**src/hdl/tag_allocator_with_owner_map_macros.svh**
```systemverilog
// Assertion macros shared by the tag allocator RTL.
`ifndef TAG_ALLOCATOR_WITH_OWNER_MAP_MACROS_SVH
`define TAG_ALLOCATOR_WITH_OWNER_MAP_MACROS_SVH

// Same-cycle implication, clocked on clk, off while arst_n is low
`define TAM_ASSERT_NOW(lbl, ante, cons, msg) \
	lbl: assert property (@(posedge clk) disable iff (!arst_n) (ante) |-> (cons)) \
		else $error(msg);

// Next-cycle implication, clocked on clk, off while arst_n is low
`define TAM_ASSERT_NEXT(lbl, ante, cons, msg) \
	lbl: assert property (@(posedge clk) disable iff (!arst_n) (ante) |=> (cons)) \
		else $error(msg);

`endif

```
**src/hdl/tam_pkg.sv**
```systemverilog
// Types and constants for the tag allocator with owner map.
package tam_pkg;

	localparam int TagW    = 6;
	localparam int OwnerW  = 32;
	localparam int MaxTags = 64;

	typedef enum logic [1:0] {
		REQ_ALLOC       = 2'd0,
		REQ_RELEASE     = 2'd1,
		REQ_RELEASE_ALL = 2'd2,
		REQ_LOOKUP      = 2'd3
	} req_t;

	typedef enum logic [1:0] {
		ST_OK        = 2'd0,
		ST_NO_TAG    = 2'd1,
		ST_NOT_FOUND = 2'd2
	} status_t;

	// Owner write, sent to both owner stores
	typedef struct packed {
		logic              en;
		logic [TagW-1:0]   idx;
		logic [OwnerW-1:0] data;
	} owner_wr_t;

	// Lowest free tag from the free map
	typedef struct packed {
		logic            any_free;
		logic [TagW-1:0] idx;
	} grant_t;

endpackage

```
**src/hdl/tag_allocator_with_owner_map.sv**
```systemverilog
// Tag allocator with owner map: top level, request stage and result register.
// A request is taken into the request stage, then loads the result register, and its result
// beat is taken from there. A stalled result holds the request. Throughput: one request per
// cycle while the result is not stalled; the free-map encoder and the parallel owner compare
// sit between the request and result registers, the owner RAM read lands with the request.
// Reset: all tags free, both stages empty; owner entries hold no reset value.
module tag_allocator_with_owner_map #(
	parameter int NUM_TAGS = 64
) (
	input  logic                           clk,
	input  logic                           arst_n,
	input  logic                           in_valid,
	output logic                           in_stall,
	input  logic [1:0]                     req_type,
	input  logic [tam_pkg::OwnerW-1:0]     owner_id,
	input  logic [tam_pkg::TagW-1:0]       tag_in,
	output logic                           out_valid,
	input  logic                           out_stall,
	output logic [1:0]                     status,
	output logic [tam_pkg::TagW-1:0]       tag_out,
	output logic [tam_pkg::OwnerW-1:0]     owner_out
);

	`include "tag_allocator_with_owner_map_macros.svh"

	localparam int IdxW = (NUM_TAGS > 1) ? $clog2(NUM_TAGS) : 1;
	localparam int MaxT = tam_pkg::MaxTags;

	// request stage
	logic                          valid_s1;
	tam_pkg::req_t                 req_s1;
	logic [tam_pkg::OwnerW-1:0]    owner_s1;
	logic                          byp_hit_s1;
	logic [tam_pkg::OwnerW-1:0]    byp_data_s1;

	// result register
	logic                          out_valid_q;
	tam_pkg::status_t              status_q;
	logic [tam_pkg::TagW-1:0]      tag_out_q;
	logic [tam_pkg::OwnerW-1:0]    owner_out_q;

	logic                          advance;
	logic                          in_acc;
	tam_pkg::owner_wr_t            wr;
	tam_pkg::grant_t               grant;
	logic                          tag_held;
	logic [NUM_TAGS-1:0]           free_q;
	logic [MaxT-1:0]               free_pad;
	logic [NUM_TAGS-1:0]           match;
	logic [tam_pkg::OwnerW-1:0]    ram_rdata;
	logic [tam_pkg::OwnerW-1:0]    look_data;
	logic [tam_pkg::TagW-1:0]      tag_s1;

	tam_pkg::status_t              status_nxt;
	logic [tam_pkg::TagW-1:0]      tag_nxt;
	logic [tam_pkg::OwnerW-1:0]    owner_nxt;

	// check terms
	logic [MaxT-1:0]               grant_bit;
	logic                          alloc_empty;
	logic                          refused;
	logic                          reply_clear;

	// Handshake
	assign advance  = valid_s1 && (!out_valid_q || !out_stall);
	assign in_stall = valid_s1 && !advance;
	assign in_acc   = in_valid && !in_stall;
	assign free_pad = MaxT'(free_q);

	// Request stage registers
	always_ff @(posedge clk or negedge arst_n) begin
		if (!arst_n) begin
			valid_s1 <= 1'b0;
		end else if (in_acc) begin
			valid_s1 <= 1'b1;
		end else if (advance) begin
			valid_s1 <= 1'b0;
		end
	end

	// Bypass catches an owner write to the address read on the same edge
	always_ff @(posedge clk) begin
		if (in_acc) begin
			req_s1      <= tam_pkg::req_t'(req_type);
			owner_s1    <= owner_id;
			tag_s1      <= tag_in;
			byp_hit_s1  <= wr.en && (wr.idx == tag_in);
			byp_data_s1 <= wr.data;
		end
	end

	// Owner write on a granted allocate
	assign wr.en   = advance && (req_s1 == tam_pkg::REQ_ALLOC) && grant.any_free;
	assign wr.idx  = grant.idx;
	assign wr.data = owner_s1;

	tam_free_map #(
		.NUM_TAGS(NUM_TAGS)
	) u_free_map (
		.clk      (clk),
		.arst_n   (arst_n),
		.upd      (advance),
		.req      (req_s1),
		.tag      (tag_s1),
		.match    (match),
		.grant    (grant),
		.tag_held (tag_held),
		.free_q   (free_q)
	);

	tam_owner_cam #(
		.NUM_TAGS(NUM_TAGS)
	) u_owner_cam (
		.clk       (clk),
		.wr        (wr),
		.cmp_owner (owner_s1),
		.match     (match)
	);

	tam_ram #(
		.WIDTH(tam_pkg::OwnerW),
		.DEPTH(NUM_TAGS)
	) u_owner_ram (
		.clk   (clk),
		.we    (wr.en),
		.waddr (wr.idx[IdxW-1:0]),
		.wdata (wr.data),
		.re    (in_acc),
		.raddr (tag_in[IdxW-1:0]),
		.rdata (ram_rdata)
	);

	assign look_data = byp_hit_s1 ? byp_data_s1 : ram_rdata;

	// Result per request
	always_comb begin
		status_nxt = tam_pkg::ST_OK;
		tag_nxt    = '0;
		owner_nxt  = '0;
		case (req_s1)
			tam_pkg::REQ_ALLOC: begin
				if (grant.any_free) begin
					tag_nxt = grant.idx;
				end else begin
					status_nxt = tam_pkg::ST_NO_TAG;
				end
			end
			tam_pkg::REQ_LOOKUP: begin
				if (tag_held) begin
					owner_nxt = look_data;
				end else begin
					status_nxt = tam_pkg::ST_NOT_FOUND;
				end
			end
			default: begin
				status_nxt = tam_pkg::ST_OK;
			end
		endcase
	end

	// Result register
	always_ff @(posedge clk or negedge arst_n) begin
		if (!arst_n) begin
			out_valid_q <= 1'b0;
		end else if (advance) begin
			out_valid_q <= 1'b1;
		end else if (!out_stall) begin
			out_valid_q <= 1'b0;
		end
	end

	always_ff @(posedge clk) begin
		if (advance) begin
			status_q    <= status_nxt;
			tag_out_q   <= tag_nxt;
			owner_out_q <= owner_nxt;
		end
	end

	assign out_valid = out_valid_q;
	assign status    = status_q;
	assign tag_out   = tag_out_q;
	assign owner_out = owner_out_q;

	// Terms for the checks
	assign grant_bit   = MaxT'(1) << wr.idx;
	assign alloc_empty = advance && (req_s1 == tam_pkg::REQ_ALLOC) && (free_q == '0);
	assign refused     = out_valid_q && (status_q == tam_pkg::ST_NO_TAG);
	assign reply_clear = (tag_out_q == '0) && (owner_out_q == '0);

	// Checks
	`TAM_ASSERT_NOW(a_grant_is_free, wr.en, |(free_pad & grant_bit), "granted tag not free")
	`TAM_ASSERT_NEXT(a_grant_taken, wr.en, !(|(free_pad & $past(grant_bit))), "granted tag still free")
	`TAM_ASSERT_NEXT(a_empty_refused, alloc_empty, status_q == tam_pkg::ST_NO_TAG, "empty pool granted")
	`TAM_ASSERT_NOW(a_no_tag_clean, refused, reply_clear, "refusal carries data")
	`TAM_ASSERT_NOW(a_stall_has_item, in_stall, valid_s1, "stall without held request")

endmodule

```
**src/hdl/tam_ram.sv**
```systemverilog
// Generic single-write, single-read RAM with registered read data.
module tam_ram #(
	parameter int WIDTH = 32,
	parameter int DEPTH = 64
) (
	input  logic                                    clk,
	input  logic                                    we,
	input  logic [((DEPTH > 1) ? $clog2(DEPTH) : 1)-1:0] waddr,
	input  logic [WIDTH-1:0]                        wdata,
	input  logic                                    re,
	input  logic [((DEPTH > 1) ? $clog2(DEPTH) : 1)-1:0] raddr,
	output logic [WIDTH-1:0]                        rdata
);

	logic [WIDTH-1:0] mem_q [DEPTH];
	logic [WIDTH-1:0] rdata_q;

	// Write port and registered read port
	always_ff @(posedge clk) begin
		if (we) begin
			mem_q[waddr] <= wdata;
		end
		if (re) begin
			rdata_q <= mem_q[raddr];
		end
	end

	assign rdata = rdata_q;

endmodule

```
**src/hdl/tam_owner_cam.sv**
```systemverilog
// Owner entries held in flops, compared against one owner id in parallel.
module tam_owner_cam #(
	parameter int NUM_TAGS = 64
) (
	input  logic                           clk,
	input  tam_pkg::owner_wr_t             wr,
	input  logic [tam_pkg::OwnerW-1:0]     cmp_owner,
	output logic [NUM_TAGS-1:0]            match
);

	logic [tam_pkg::OwnerW-1:0] entry_q [NUM_TAGS];

	// Entry write, decoded per lane
	always_ff @(posedge clk) begin
		for (int t = 0; t < NUM_TAGS; t++) begin
			if (wr.en && (wr.idx == tam_pkg::TagW'(t))) begin
				entry_q[t] <= wr.data;
			end
		end
	end

	// One comparator per entry
	always_comb begin
		for (int t = 0; t < NUM_TAGS; t++) begin
			match[t] = (entry_q[t] == cmp_owner);
		end
	end

endmodule

```
**src/hdl/tam_free_map.sv**
```systemverilog
// Free bitmap with lowest-free-tag encoder and release/release-all update.
module tam_free_map #(
	parameter int NUM_TAGS = 64
) (
	input  logic                       clk,
	input  logic                       arst_n,
	input  logic                       upd,
	input  tam_pkg::req_t              req,
	input  logic [tam_pkg::TagW-1:0]   tag,
	input  logic [NUM_TAGS-1:0]        match,
	output tam_pkg::grant_t            grant,
	output logic                       tag_held,
	output logic [NUM_TAGS-1:0]        free_q
);

	localparam int MaxT = tam_pkg::MaxTags;

	logic [MaxT-1:0]     free_pad;
	logic [MaxT-1:0]     lowest;
	logic [MaxT-1:0]     rel_pad;
	logic                tag_ok;
	logic [NUM_TAGS-1:0] free_nxt;

	assign free_pad = MaxT'(free_q);
	// Isolate the lowest set bit
	assign lowest   = free_pad & (~free_pad + MaxT'(1));
	assign tag_ok   = (int'(tag) < NUM_TAGS);
	assign rel_pad  = MaxT'(1) << tag;
	assign tag_held = tag_ok && !free_pad[tag];

	// One-hot to index: each index bit ORs the lanes that have it set
	always_comb begin
		grant.any_free = |free_q;
		grant.idx      = '0;
		for (int b = 0; b < tam_pkg::TagW; b++) begin
			for (int t = 0; t < MaxT; t++) begin
				if (((t >> b) & 1) == 1) begin
					grant.idx[b] = grant.idx[b] | lowest[t];
				end
			end
		end
	end

	// Next map per request
	always_comb begin
		free_nxt = free_q;
		case (req)
			tam_pkg::REQ_ALLOC: begin
				free_nxt = free_q & ~lowest[NUM_TAGS-1:0];
			end
			tam_pkg::REQ_RELEASE: begin
				if (tag_ok) begin
					free_nxt = free_q | rel_pad[NUM_TAGS-1:0];
				end
			end
			tam_pkg::REQ_RELEASE_ALL: begin
				// only held tags take part in the compare
				free_nxt = free_q | (match & ~free_q);
			end
			default: begin
				free_nxt = free_q;
			end
		endcase
	end

	always_ff @(posedge clk or negedge arst_n) begin
		if (!arst_n) begin
			free_q <= '1;
		end else if (upd) begin
			free_q <= free_nxt;
		end
	end

endmodule

```
**config.mk**
```make
export PLATFORM = sky130hd
export DESIGN_NAME = tag_allocator_with_owner_map
export DESIGN_NICKNAME = d
export VERILOG_FILES = /design/src/hdl/tam_pkg.sv /design/src/hdl/tag_allocator_with_owner_map.sv /design/src/hdl/tam_ram.sv /design/src/hdl/tam_owner_cam.sv /design/src/hdl/tam_free_map.sv
export VERILOG_INCLUDE_DIRS = /design/src /design/src/hdl
export SDC_FILE = /design/constraint.sdc
export NUM_CORES = 2
export LEC_CHECK = 0
export BUFFER_PORTS_ARGS = -buffer_cell sky130_fd_sc_hd__buf_2
export CAP_MARGIN = 25
export CORE_MARGIN = 5
export CORE_UTILIZATION = 55
export DETAILED_ROUTE_END_ITERATION = 7
export GPL_TIMING_DRIVEN = 1
export PLACE_DENSITY = 0.71
export SLEW_MARGIN = 40
export SYNTH_ARGS = -nofsm -noshare
export SYNTH_HDL_FRONTEND = slang
export SYNTH_SLANG_ARGS = --single-unit
```
**constraint.sdc**
```tcl
create_clock -name clk -period 14.6 [get_ports clk]
set_input_delay 2.92 -clock clk [delete_from_list [all_inputs] [get_ports clk]]
set_output_delay 2.92 -clock clk [all_outputs]
set_load 0.01 [all_outputs]
```
# Word-level counts from Yosys, hierarchy flattened
# Memories as Yosys holds them, arrays and structs flattened. A register that Yosys moved wholly into a read port is not among the register bits.
# Index checks and enable logic that the tools add are counted.
# word_totals
mem_count	2
out_inout_bits	42
inputBits	44
reg_bits	179
mem_bits_rw	4096
# op_classes
muxes	330
n_reduce_logical	146
n_eq_ne	132
bitwise	194
n_shift	1
n_addsub	1
magnitude_cmp	1
# mem_list
memory	depth	width	read_ports	rd_ports_with_merged_regs	wr	line_no	text
u_owner_cam.entry_q	64	32	64	0	1	tam_owner_cam.sv:11	logic [tam_pkg::OwnerW-1:0] entry_q [NUM_TAGS];
u_owner_ram.mem_q	64	32	1	1	1	tam_ram.sv:15	logic [WIDTH-1:0] mem_q [DEPTH];
# op_table
op	n
32-bit == test	64
32-bit two-way mux	64
32-bit OR reduction	63
6-bit two-way mux	63
1-bit two-way mux	199
64-bit AND	3
6-bit == test (second input constant)	32
64-bit case mux with 3 select lines	1
1-bit bitwise OR	186
64-bit NOT	2
64-bit bitwise OR	2
6-bit by 5-bit == test with 1-bit output (second input constant)	16
1-bit logical AND	70
64-bit by 1-bit adder with 64-bit output (second input constant)	1
64-bit OR reduction	1
1-bit by 6-bit << shifter with 64-bit output (first input constant)	1
6-bit by 4-bit == test with 1-bit output (second input constant)	8
6-bit by 3-bit == test with 1-bit output (second input constant)	4
6-bit by 2-bit == test with 1-bit output (second input constant)	2
6-bit by 7-bit < comparator with 1-bit output (second input constant)	1
1-bit binary-select mux with 6-bit select	1
6-bit by 1-bit == test with 1-bit output (second input constant)	1
6-bit == test	1
6-bit logical NOT	1
13 further kinds	18

# Longest topological paths before layout
# logic_depth
word_depth	102
mapped_depth	14
depth_no_buf	11

# Hierarchy
# From an unflattened synthesis, not the netlist that was laid out.
# hier_totals
cells_unflattened	9308
hier_area_um2	174658.8
# modules_own_cells
mod	seq_area_each_um2	n_inst	cells_per_inst	area_each_um2
tam_owner_cam	61499.0	1	5119	86242.7
tam_ram	62459.9	1	3324	78835.6
tam_free_map	1681.6	1	650	5442.7
tag_allocator_with_owner_map	3443.3	1	215	4137.7

# Least setup slack after synthesis
# OpenSTA, ideal clock, no wires.
# synth_timing
kind	input port to output port
startpoint	in out_stall
endpoint	out in_stall
path_buffers	0
path_stages	2
t_arrival_ns	3.106
t_required_ns	11.680
path_slack_ns	8.574
path_cell_list	nand3_1 inv_1
# synth_via
elab_chain_cells	5
# synth_lines
element	line_no	text
from (decl)	tag_allocator_with_owner_map.sv:18	input logic out_stall,
1-bit logical NOT	--	
1-bit logical OR	tag_allocator_with_owner_map.sv:65	assign advance = valid_s1 && (!out_valid_q || !out_stall);
1-bit logical AND	tag_allocator_with_owner_map.sv:65	
1-bit logical NOT	tag_allocator_with_owner_map.sv:66	assign in_stall = valid_s1 && !advance;
1-bit logical AND	tag_allocator_with_owner_map.sv:66	
to (decl)	tag_allocator_with_owner_map.sv:13	output logic in_stall,
# No other way between the ends.

# Worst setup path in the final report
# Same ends and word-level chain as after synthesis.

==> out/results.txt <==
Startpoint types: primary input
Grt ovf: 0
Number of top-level pins: 86
Syn Inst Count: 9017
CP cell instances: buf_2 -> nand3_1 -> inv_1 -> buf_2
Root buffer cell: clkbuf_16
Crit-path max FO: 3
Hold Path Class: reg2reg
Mapped Area: 173000 sq um
Antenna viol nets, final: 0
Status: finished clean
RSZ-0062 raised after global routing: no
CTS Sinks: 4307
H-tree Lvls: 5
Vias: 89100
Largest stage delay on the critical path: 0.13 ns
Pre-Repair DR Iteration Count: 6
Critical-path top delay cell: buf_2
Fraction of layout cells with a size suffix above 1: 20.8%
Placed Cells: 13200
GPL Wtd Cong: 0.959
VDD IR-drop max: 0.138 mV
Fmax: 160 MHz
Area Growth Syn to Fin: 13.0%
Fin nets: 9509
Crit Path Category: in2out
WHS: 0.532 ns
Post-CTS sizing: 0
Worst slew margin: 33.3%
CP arrival: 3.32 ns
Ys async rst share: 1.53%
Routed Wire Length: 457000 microns
Core area: 314000 sq um
DP HPWL: 254000 microns
Seq/Total Area, Yosys: 74.4%
Crit path max-delay family: buffers and inverters
Max Root-Sink Buffers: 4
Final setup fails: 0
Clk slew on worst S/H paths: 0.06 ns
Worst-Margin Slew: 0.996 ns
CTS Buf Count: 421
Final Instance Count excl. Fillers: 14000
Leading register cell type out of synthesis: edfxtp_1
Max_cap viols: 0
First-pass GRT wire length: 653000 microns
Setup TNS: 0 ns
Port bufs: 85
Hold_buf cts: 0
Residual DRC: 0
Post-DR vias/cell: 6.37
Final hold violation count: 0
Post-synth net total: 9064
WP data required: 11.68 ns
Initial Util: 55.1%
Period minus WS final: 6.24 ns
CTS tree: built
Antenna violations before repair: 18
EDFF count, synth: 4241
Syn_area_per_cell: 19.2 sq um
Pwr Density: 141 nW/um^2
Synth Register Bits: 4307
P_leak: 60.3 nW
# Post-CTS Setup Buffers: 0
Die H: 571 microns
Vias in the first global route: 90200
First DRT Iteration DRCs: 11300
Chip width: 571 microns
Rows: 206
Tot GR Track Use: 27.8%
Die area: 327000 sq um
Fin. max-slew vios: 0
Critical path buffer and inverter count: 3
Netlist cell types: 86
Crit. End Element: output port
Worst clock skew: 0.109 ns
Pin count of the biggest net entering global routing: 129
Clock Latency Late Sink: 0.98 ns
Wire length per cell: 32.7 microns
Most frequent CP cell: buf_2
Synth warn: 0
Period Utilization, post-route: 42.8%
## cells in the final DEF (no fill, tap or decap), types with 12 or more instances in the layout
cell type / instances
nor2_2: 53
inv_1: 25
clkinvlp_4: 12
nor3_1: 58
a22o_1: 17
mux2i_1: 30
a21oi_1: 51
nor4_1: 252
o21ai_0: 56
nor2_4: 77
nand2_1: 65
buf_16: 16
xor2_1: 665
buf_6: 19
nand3_1: 98
nor4_2: 29
clkbuf_1: 72
mux4_2: 693
nand4_1: 398
buf_12: 39
xnor2_1: 1387
a31oi_1: 12
clkinv_2: 86
clkbuf_16: 428
edfxtp_1: 4241
o22ai_1: 13
bufinv_16: 47
buf_4: 314
buf_2: 80
dfstp_2: 64
clkinv_1: 112
nor2_1: 96
## tightest hold or removal path: stages, from the launching register on
cell,delay [ns]
dfstp_2,0.41
o31ai_1,0.07
nand2_1,0.05
## layer usage
layer | up-vias | track usage (%) | part of all wire [%]
met5 | - | 0 | 0.0059
met4 | 4 | 10.8 | 4.4
met3 | 820 | 4.52 | 8.4
met2 | 4674 | 45.4 | 49
met1 | 47200 | 38.1 | 38
li1 | 36400 | - | -
## Yosys cell counts, drive strengths merged, types with 9 or more instances
cell type  instances  area, sq um
nand2             66          250
nor3              63          332
edfxtp          4241       127000
nor2             226          936
mux2i             32          320
nand4            398         2490
or4               14          113
a31oi             12         75.1
clkbuf           285         1070
xnor2           1387        12100
mux4             693        15600
buf              172          734
nor4             285         1840
inv               26         97.6
o21ai             63          315
and2               9         56.3
a22o              17          149
nand3            104          546
o22ai             13         81.3
xor2             665         5820
a21oi             51          255
dfstp             64         1680
## metrics by stage
| step | setup slack (ns) | area (sq um) | util, % | power [mW] |
|---|---|---|---|---|
| 2_1_floorplan | 8.57 | 173000 | - | 15.7 |
| 3_3_place_gp | 7.27 | 181000 | 57.6 | 16.9 |
| 3_5_place_dp | 7.87 | 182000 | 57.8 | 17.0 |
| 4_1_cts | 8.35 | 196000 | 62.2 | 27.7 |
| 5_1_grt | 8.29 | 196000 | 62.3 | 28.4 |
| 6_report | 8.36 | 196000 | 62.3 | 27.6 |
## cell families (layout without fill, tap and decap cells)
group / count (synthesis) / count (layout) / synth area share [%]
flip-flops: 4307 / 4307 / 74.4
buffers and inverters: 484 / 1291 / 1.10
multiplexers: 725 / 725 / 9.19
adder cells (fa/ha/maj): 3 / 3 / 0.0216
AND/OR/NAND/NOR: 1225 / 1225 / 4.05
XOR/XNOR: 2052 / 2052 / 10.4
other: 0 / 10 / 0
AO/OA/AOI/OAI: 221 / 221 / 0.829
## report_power, final
part           total [mW]  switching [mW]  internal, mW
sequential           14.0           0.137          13.9
combinational        2.70            1.89         0.809
clock                10.9            4.64          6.22
total                27.6            6.68          20.9
## state kept, by name, summed over array words and instances, names as in the netlist
signal / count
byp_data_s1: 32
owner_s1: 32
byp_hit_s1: 1
valid_s1: 1
u_owner_ram.mem_q: 2048
status: 2
u_free_map.free_q: 64
tag_s1: 6
req_s1: 2
tag_out: 6
out_valid: 1
owner_out: 32
u_owner_ram.rdata: 32
u_owner_cam.entry_q: 2048
## path summary, 6_finish.rpt
path                                                  endpoint                         startpoint  slack, ns  cells past startpoint
min reg2reg                  u_free_map.free_q[24]$_DFFE_PN1P_  u_free_map.free_q[24]$_DFFE_PN1P_       0.53                      2
max reg2reg                u_owner_ram.mem_q[40][20]$_DFFE_PP_   u_free_map.free_q[5]$_DFFE_PN1P_       8.71                     11
max                                                   in_stall                          out_stall       8.36                      4
max in group asynchronous    u_free_map.free_q[50]$_DFFE_PN1P_                             arst_n      11.94                      2
min in group asynchronous                 valid_s1$_DFFE_PN0P_                             arst_n       1.78                      1
min                          u_free_map.free_q[24]$_DFFE_PN1P_  u_free_map.free_q[24]$_DFFE_PN1P_       0.53                      2
## layout make-up
cell class | instances | area [sq um]
sequential | 4307 | 129000
fill | 21200 | 119000
multi-input combinational | 4226 | 43300
clock buffer | 502 | 11000
tap | 4160 | 5200
timing repair buffer | 479 | 4360
clock inverter | 283 | 2810
inverter | 27 | 101
antenna | 10 | 25.0
Note: power is estimated with default switching activity, not from simulation.
